## config.mk

```make
export PLATFORM = sky130hd
export DESIGN_NAME = fraction_reduce_mixed
export DESIGN_NICKNAME = d
export VERILOG_FILES = /design/src/hw/rtl/frm_pkg.sv /design/src/hw/rtl/frm_div.sv /design/src/hw/rtl/fraction_reduce_mixed.sv
export VERILOG_INCLUDE_DIRS = /design/src /design/src/hw/rtl
export SDC_FILE = /design/constraint.sdc
export NUM_CORES = 1
export LEC_CHECK = 0
export ABC_AREA = 1
export BUFFER_PORTS_ARGS = -buffer_cell sky130_fd_sc_hd__buf_2
export CORE_MARGIN = 4
export CORE_UTILIZATION = 59
export DETAILED_ROUTE_END_ITERATION = 8
export GPL_TIMING_DRIVEN = 0
export PLACE_DENSITY = 0.79
export RECOVER_POWER = 25
export SKIP_LAST_GASP = 1
export SLEW_MARGIN = 15
export SYNTH_ARGS = -nofsm -noshare
export SYNTH_HDL_FRONTEND = slang
export SYNTH_SLANG_ARGS = --single-unit
```

## constraint.sdc

```tcl
create_clock -name i_clk -period 6.4 [get_ports i_clk]
set_input_delay 1.6 -clock i_clk [delete_from_list [all_inputs] [get_ports i_clk]]
set_output_delay 1.6 -clock i_clk [all_outputs]
set_load 0.03 [all_outputs]
```

## src/hw/rtl/assert_macros.svh

```systemverilog
// Assertion macros shared by the fraction reduction RTL.
// No dependencies; included inside module bodies.
`ifndef ASSERT_MACROS_SVH
`define ASSERT_MACROS_SVH

// Same-cycle implication, checked out of reset.
`define ASSERT_IMPLY(lbl, clk, rst_n, ante, cons) \
    lbl: assert property (@(posedge clk) disable iff (!rst_n) (ante) |-> (cons)) \
        else $error("implication check failed");

// Next-cycle implication, checked out of reset.
`define ASSERT_NEXT(lbl, clk, rst_n, ante, cons) \
    lbl: assert property (@(posedge clk) disable iff (!rst_n) (ante) |=> (cons)) \
        else $error("next-cycle check failed");

`endif

```

## src/hw/rtl/frm_pkg.sv

```systemverilog
// Types and constants for the fraction reduction block.
// No dependencies; used by frm_div and fraction_reduce_mixed.
package frm_pkg;

    localparam int WIDTH_DEF = 16;
    localparam int OUT_W     = 16;

    localparam logic [1:0] FORM_INTEGER = 2'd0;
    localparam logic [1:0] FORM_PROPER  = 2'd1;
    localparam logic [1:0] FORM_MIXED   = 2'd2;

    localparam logic ST_OK       = 1'b0;
    localparam logic ST_ZERO_DEN = 1'b1;

    typedef enum logic [2:0] {
        S_IDLE,
        S_GCD,
        S_RN,
        S_RD,
        S_WH,
        S_DONE
    } t_state;

    typedef struct packed {
        logic busy;
        logic done;
    } t_div_stat;

endpackage

```

## src/hw/rtl/frm_div.sv

```systemverilog
// Shared restoring divider, one quotient bit per cycle.
// Depends on frm_pkg and assert_macros.svh.
module frm_div #(
    parameter int WIDTH = frm_pkg::WIDTH_DEF
) (
    input  logic             i_clk,
    input  logic             i_rst_n,
    input  logic             i_start,
    input  logic [WIDTH-1:0] i_dividend,
    input  logic [WIDTH-1:0] i_divisor,
    output frm_pkg::t_div_stat o_stat,
    output logic [WIDTH-1:0] o_quotient,
    output logic [WIDTH-1:0] o_remainder
);
    import frm_pkg::*;

    localparam int CNT_W = $clog2(WIDTH + 1);

    logic [WIDTH-1:0] r_rem, n_rem;
    logic [WIDTH-1:0] r_quo, n_quo;
    logic [WIDTH-1:0] r_dvs, n_dvs;
    logic [CNT_W-1:0] r_cnt, n_cnt;
    logic             r_busy, n_busy;
    logic             r_done, n_done;
    logic [WIDTH:0]   w_shift;
    logic [WIDTH:0]   w_diff;
    logic             w_fits;

    assign w_shift = {r_rem, r_quo[WIDTH-1]};
    assign w_diff  = w_shift - {1'b0, r_dvs};
    assign w_fits  = !w_diff[WIDTH];

    always_comb begin
        n_rem  = r_rem;
        n_quo  = r_quo;
        n_dvs  = r_dvs;
        n_cnt  = r_cnt;
        n_busy = r_busy;
        n_done = 1'b0;
        if (i_start) begin
            n_rem  = '0;
            n_quo  = i_dividend;
            n_dvs  = i_divisor;
            n_cnt  = CNT_W'(WIDTH);
            n_busy = 1'b1;
        end else if (r_busy) begin
            n_rem = w_fits ? w_diff[WIDTH-1:0] : w_shift[WIDTH-1:0];
            n_quo = {r_quo[WIDTH-2:0], w_fits};
            n_cnt = r_cnt - CNT_W'(1);
            if (r_cnt == CNT_W'(1)) begin
                n_busy = 1'b0;
                n_done = 1'b1;
            end
        end
    end

    always_ff @(posedge i_clk) begin
        if (!i_rst_n) begin
            r_busy <= 1'b0;
            r_done <= 1'b0;
            r_cnt  <= '0;
        end else begin
            r_busy <= n_busy;
            r_done <= n_done;
            r_cnt  <= n_cnt;
        end
        r_rem <= n_rem;
        r_quo <= n_quo;
        r_dvs <= n_dvs;
    end

    assign o_stat.busy  = r_busy;
    assign o_stat.done  = r_done;
    assign o_quotient   = r_quo;
    assign o_remainder  = r_rem;

    `include "assert_macros.svh"

    `ASSERT_IMPLY(a_div_nonzero, i_clk, i_rst_n, r_busy, r_dvs != '0)
    `ASSERT_NEXT(a_div_start, i_clk, i_rst_n, i_start, r_busy && !r_done)
    `ASSERT_IMPLY(a_rem_below, i_clk, i_rst_n, r_done, r_rem < r_dvs)

endmodule

```

## src/hw/rtl/fraction_reduce_mixed.sv

```systemverilog
// Fraction reduction to lowest terms and mixed-number form.
// Depends on frm_pkg, frm_div and assert_macros.svh.
//
// One request at a time. Every division, first Euclid's remainder loop and then
// n/g, d/g and the whole/remainder split, runs on the single bit-serial divider.
// A request with k Euclid steps runs k + 3 divisions; k is at most about 24 at
// 16 bits. A zero denominator skips the divider and finishes with status set
// and all else zero. The result sits in an output register, so the next request
// may start while it waits to be taken. Outputs are the low 16 bits of the
// reduced values.
module fraction_reduce_mixed #(
    parameter int WIDTH = frm_pkg::WIDTH_DEF
) (
    input  logic                      i_clk,
    input  logic                      i_rst_n,
    input  logic                      i_valid,
    output logic                      o_stall,
    input  logic [WIDTH-1:0]          i_numerator,
    input  logic [WIDTH-1:0]          i_denominator,
    output logic                      o_valid,
    input  logic                      i_stall,
    output logic [frm_pkg::OUT_W-1:0] o_reduced_numerator,
    output logic [frm_pkg::OUT_W-1:0] o_reduced_denominator,
    output logic [frm_pkg::OUT_W-1:0] o_whole_part,
    output logic [frm_pkg::OUT_W-1:0] o_remainder_numerator,
    output logic [1:0]                o_form_code,
    output logic                      o_status
);
    import frm_pkg::*;

    t_state           r_state, n_state;
    logic             r_go, n_go;
    logic             r_err, n_err;
    logic [WIDTH-1:0] r_n, n_n;
    logic [WIDTH-1:0] r_d, n_d;
    logic [WIDTH-1:0] r_x, n_x;
    logic [WIDTH-1:0] r_y, n_y;
    logic [WIDTH-1:0] r_rn, n_rn;
    logic [WIDTH-1:0] r_rd, n_rd;
    logic [WIDTH-1:0] r_wh, n_wh;
    logic [WIDTH-1:0] r_rm, n_rm;

    logic             r_ovalid, n_ovalid;
    logic [OUT_W-1:0] r_o_rn, n_o_rn;
    logic [OUT_W-1:0] r_o_rd, n_o_rd;
    logic [OUT_W-1:0] r_o_wh, n_o_wh;
    logic [OUT_W-1:0] r_o_rm, n_o_rm;
    logic [1:0]       r_o_form, n_o_form;
    logic             r_o_st, n_o_st;

    logic             w_accept;
    logic             w_load;
    logic [WIDTH-1:0] w_dvd;
    logic [WIDTH-1:0] w_dvs;
    logic [WIDTH-1:0] w_quo;
    logic [WIDTH-1:0] w_rem;
    t_div_stat        w_div;
    logic [1:0]       w_form;
    logic             w_div_phase;
    logic             w_out_zero;

    frm_div #(
        .WIDTH(WIDTH)
    ) u_div (
        .i_clk       (i_clk),
        .i_rst_n     (i_rst_n),
        .i_start     (r_go),
        .i_dividend  (w_dvd),
        .i_divisor   (w_dvs),
        .o_stat      (w_div),
        .o_quotient  (w_quo),
        .o_remainder (w_rem)
    );

    assign w_accept = i_valid && !o_stall;
    assign w_load   = (r_state == S_DONE) && (!r_ovalid || !i_stall);

    // next state
    always_comb begin
        n_state = r_state;
        case (r_state)
            S_IDLE: begin
                if (i_valid) begin
                    n_state = (i_denominator == '0) ? S_DONE : S_GCD;
                end
            end
            S_GCD: begin
                if (w_div.done && w_rem == '0) begin
                    n_state = S_RN;
                end
            end
            S_RN: begin
                if (w_div.done) n_state = S_RD;
            end
            S_RD: begin
                if (w_div.done) n_state = S_WH;
            end
            S_WH: begin
                if (w_div.done) n_state = S_DONE;
            end
            S_DONE: begin
                if (w_load) n_state = S_IDLE;
            end
            default: n_state = S_IDLE;
        endcase
    end

    // outputs and divider control
    always_comb begin
        o_stall = (r_state != S_IDLE);
        n_go    = 1'b0;
        w_dvd   = r_x;
        w_dvs   = r_y;
        case (r_state)
            S_IDLE: n_go = w_accept && (i_denominator != '0);
            S_GCD:  n_go = w_div.done;
            S_RN: begin
                w_dvd = r_n;
                n_go  = w_div.done;
            end
            S_RD: begin
                w_dvd = r_d;
                n_go  = w_div.done;
            end
            S_WH: begin
                w_dvd = r_rn;
                w_dvs = r_rd;
            end
            default: n_go = 1'b0;
        endcase
    end

    always_comb begin
        if (r_rd == WIDTH'(1)) begin
            w_form = FORM_INTEGER;
        end else if (r_rn < r_rd) begin
            w_form = FORM_PROPER;
        end else begin
            w_form = FORM_MIXED;
        end
    end

    // datapath
    always_comb begin
        n_n      = r_n;
        n_d      = r_d;
        n_x      = r_x;
        n_y      = r_y;
        n_rn     = r_rn;
        n_rd     = r_rd;
        n_wh     = r_wh;
        n_rm     = r_rm;
        n_err    = r_err;
        n_ovalid = r_ovalid && i_stall;
        n_o_rn   = r_o_rn;
        n_o_rd   = r_o_rd;
        n_o_wh   = r_o_wh;
        n_o_rm   = r_o_rm;
        n_o_form = r_o_form;
        n_o_st   = r_o_st;
        case (r_state)
            S_IDLE: begin
                if (w_accept) begin
                    n_n   = i_numerator;
                    n_d   = i_denominator;
                    n_x   = i_numerator;
                    n_y   = i_denominator;
                    n_err = (i_denominator == '0);
                end
            end
            S_GCD: begin
                if (w_div.done && w_rem != '0) begin
                    n_x = r_y;
                    n_y = w_rem;
                end
            end
            S_RN: begin
                if (w_div.done) n_rn = w_quo;
            end
            S_RD: begin
                if (w_div.done) n_rd = w_quo;
            end
            S_WH: begin
                if (w_div.done) begin
                    n_wh = w_quo;
                    n_rm = w_rem;
                end
            end
            S_DONE: begin
                if (w_load) begin
                    n_ovalid = 1'b1;
                    if (r_err) begin
                        n_o_rn   = '0;
                        n_o_rd   = '0;
                        n_o_wh   = '0;
                        n_o_rm   = '0;
                        n_o_form = FORM_INTEGER;
                        n_o_st   = ST_ZERO_DEN;
                    end else begin
                        n_o_rn   = OUT_W'(r_rn);
                        n_o_rd   = OUT_W'(r_rd);
                        n_o_wh   = OUT_W'(r_wh);
                        n_o_rm   = OUT_W'(r_rm);
                        n_o_form = w_form;
                        n_o_st   = ST_OK;
                    end
                end
            end
            default: n_err = r_err;
        endcase
    end

    always_ff @(posedge i_clk) begin
        if (!i_rst_n) begin
            r_state  <= S_IDLE;
            r_go     <= 1'b0;
            r_ovalid <= 1'b0;
            r_err    <= 1'b0;
        end else begin
            r_state  <= n_state;
            r_go     <= n_go;
            r_ovalid <= n_ovalid;
            r_err    <= n_err;
        end
        r_n      <= n_n;
        r_d      <= n_d;
        r_x      <= n_x;
        r_y      <= n_y;
        r_rn     <= n_rn;
        r_rd     <= n_rd;
        r_wh     <= n_wh;
        r_rm     <= n_rm;
        r_o_rn   <= n_o_rn;
        r_o_rd   <= n_o_rd;
        r_o_wh   <= n_o_wh;
        r_o_rm   <= n_o_rm;
        r_o_form <= n_o_form;
        r_o_st   <= n_o_st;
    end

    assign o_valid               = r_ovalid;
    assign o_reduced_numerator   = r_o_rn;
    assign o_reduced_denominator = r_o_rd;
    assign o_whole_part          = r_o_wh;
    assign o_remainder_numerator = r_o_rm;
    assign o_form_code           = r_o_form;
    assign o_status              = r_o_st;

    assign w_div_phase = r_state inside {S_GCD, S_RN, S_RD, S_WH};
    assign w_out_zero  = ({r_o_rn, r_o_rd, r_o_wh, r_o_rm} == '0);

    `include "assert_macros.svh"

    `ASSERT_IMPLY(a_done_in_div_state, i_clk, i_rst_n, w_div.done, w_div_phase)
    `ASSERT_IMPLY(a_err_zeroes, i_clk, i_rst_n, r_ovalid && r_o_st == ST_ZERO_DEN, w_out_zero)
    `ASSERT_NEXT(a_go_not_idle, i_clk, i_rst_n, r_go, r_state != S_IDLE && w_div.busy)

endmodule

```

==> reports/results.ini <==
[route]
initialDrtViolationCount = 1013
vias = 8409
route.detailed.drc = 0
wl_per_cell_um = 18.9
drt-total-wl_um = 28700
antenna_left = 0
vias_per_cell = 5.53
drt_pre_antenna_iters = 6

[worst_setup_path]
critPathMaxStageDelay_ns = 0.38
crit_slowest_cell = dfxtp_1
arrival_ns = 1.44
startpoint_type = flop
crit_fanout = 6
path_cells = inv_1, nand2_1, buf_2
setup.worst_path.class = reg -> out
cp-end-kind = output port
crit_required_ns = 4.80

[global_route]
grt_pass1_wl_um = 44400
busiest_layer = met2
met1_usage_pct = 36.9
first_global_vias = 7962
grt_max_degree = 34
use_met3_pct = 6.38
overflow = 0
gr-usage-met2_pct = 42.3
antenna_found_initial = 0
grt_use_total_pct = 26.5

[synthesis]
synth.distinct_cells = 36
synthCells = 1104
netlist.area_leader.share_pct = 60.0
netlist_area_um2 = 11400
yosysTopAreaCell = edfxtp_1
syn_nets = 1174
synth_area_leaders = edfxtp_1, nand2_1, inv_1
yosysWarnings = 0
synth_seq_cells = 256
avgSynthCellArea_um2 = 10.3
yosysSeqAreaShare_pct = 65.1

[pwr]
leakagePower_uw = 0.00570
p_total_uw = 5250
powerDensity_nw_per_um2 = 400
ir_drop_uv = 362

[finish]
syn_to_final_growth_pct = 15.5
fill_cells = 1362
antenna_cells = 0
fin_cells = 1520
layout.nets = 1311
layout-drive-gt1-share_pct = 11.8

[clock_network]
cts_tree = yes
path_clk_slew_ns = 0.07
ctsResizeCount = 0
ctsHtreeMaxLevel = 1
clk-insertion-delay-late_ns = 0.55
cts_setup_buffers = 0
cts_root_buf = clkbuf_16
cts_sinks = 256
hold_buffers = 0
cts_made_buffers = 25
clockBufferDepth = 3

[floorplanning]
ios = 105
core-area_um2 = 18800
start_util_pct = 60.3
dieWidth_um = 147
die-area_um2 = 21500
fp.dieH_um = 147
std_cell_rows = 50

[place]
dp.cells = 1474
hpwl_um = 20600
portBuffers = 104
place_congestion = 0.984
post-place-ws_ns = 3.32

[timing]
setup_ws_ns = 3.36
finClkSkew_ns = 0.0361
timing.fmax_mhz = 328
worstMarginPinSlew_ns = 1.34
finalSetupViolCount = 0
rsz0062_at_grt = no
finalCritPeriodShare_pct = 47.6
final_hold_viol_count = 0
slew_headroom_pct = 10.3
drv_slew = 0
finalCriticalPeriod_ns = 3.04

[flow_run]
maxCapViolCount = 0

[status]
status = complete, no violations

[min_path]
hold_class = reg -> reg

## critical path, delay by kind of cell, from the launching register on
kind	cells	cell delay (ns)
AND/OR/NAND/NOR	1	0.15
flip-flops	1	0.38
buffers and inverters	2	0.36
## final timing paths
| kind | end | slack, ns | from | cells past startpoint |
|---|---|---|---|---|
| setup / recovery | o_stall | 3.36 | r_state[2] | 3 |
| hold / removal | u_div.r_cnt[4] | 0.48 | u_div.r_cnt[4] | 2 |
| setup reg to reg | u_div.o_quotient[4] | 3.60 | r_go | 3 |
| hold reg to reg | u_div.r_cnt[4] | 0.48 | u_div.r_cnt[4] | 2 |
## synthesized netlist by cell type
cell type / instances
nand2_4: 3
inv_2: 5
dfxtp_1: 29
buf_1: 1
nor2_1: 122
a221oi_1: 15
a31oi_1: 12
o211ai_1: 2
nand3_2: 2
fa_1: 1
a211oi_1: 1
xnor2_1: 5
nand2_2: 6
ha_1: 33
and2_2: 1
nor2_2: 2
a21oi_1: 24
clkbuf_1: 20
nor2_4: 1
nor4_1: 3
xor2_1: 3
nand3_1: 37
buf_6: 2
a21oi_4: 1
o2111ai_1: 1
nor3_2: 1
buf_2: 5
o21ai_1: 1
and2_1: 2
edfxtp_1: 227
nand2_1: 276
nand4_1: 15
inv_1: 185
o21ai_0: 52
nand3b_1: 3
nor3_1: 5
## placed cells by master (no fill, tap or decap), types with 2 or more instances in the layout
cell        count
nand2_1       275
edfxtp_1      227
inv_1         185
nor2_1        120
buf_2          82
clkbuf_1       58
o21ai_0        52
nand3_1        37
ha_1           33
dfxtp_1        29
clkbuf_16      25
a21oi_1        23
nand4_1        15
a221oi_1       15
a31oi_1        12
nand2_2         7
nor3_1          5
inv_2           5
xnor2_1         5
buf_16          4
xor2_1          3
nor2_2          3
nand2_4         3
buf_6           3
nor4_1          3
nand3b_1        3
o211ai_1        2
and2_1          2
nor2_4          2
a21oi_4         2
nand3_2         2
bufinv_16       2
clkinv_2        2
clkinv_1        2
clkinvlp_4      2
clkbuf_8        2
## routing by layer
metal / part of all wire (%) / vias to the layer above
met1: 38 / 3870
met3: 13 / 74
met2: 46 / 544
met4: 2.8 / 0
met5: 0 / -
li1: - / 3921
## flip-flops by register name, summed over array words and instances (netlist names), 2 cells and up
signal,flops
u_div.r_dvs,16
u_div.r_cnt,5
o_whole_part,16
r_rd,16
u_div.o_remainder,16
r_rn,16
o_reduced_numerator,16
o_remainder_numerator,16
r_n,16
o_reduced_denominator,16
r_wh,16
r_rm,16
r_x,16
o_form_code,2
r_state,3
r_y,16
u_div.o_quotient,16
r_d,16
## through the flow
stage	instance area, µm²	TNS, ns	util, %	hold slack (ns)
after CTS	13200	0	70.0	0.479
after global routing	13100	0	69.7	0.501
final	13100	0	69.7	0.483
after global placement	12200	-20.37	64.8	0.463
after floorplan	11400	0	-	0.428
after detailed placement	12400	0	65.7	0.468
## logic make-up after synthesis
| kind of cell | share of synthesized area [%] |
|---|---|
| and+or+nand+nor | 17.5 |
| xor gates and xnor gates | 0.617 |
| adders and majority gates | 3.81 |
| AOI/OAI and AO/OA | 5.63 |
| DFF | 65.1 |
| buffers and inverters | 7.39 |
## area by class of cell
type,count,area (µm²),share of cell area (%)
multi-input combinational,630,3150,24.0
tap,260,325,2.48
sequential,256,7400,56.3
timing repair buffer,110,612,4.66
clock buffer,37,691,5.26
inverter,190,713,5.43
clock inverter,9,113,0.858
buffer,28,126,0.963
## power breakdown
| group | internal (µW) | switching [µW] |
|---|---|---|
| logic | 386 | 1030 |
| clock network | 833 | 624 |
| registers | 2220 | 163 |
Note: power is estimated with default switching activity, not from simulation.
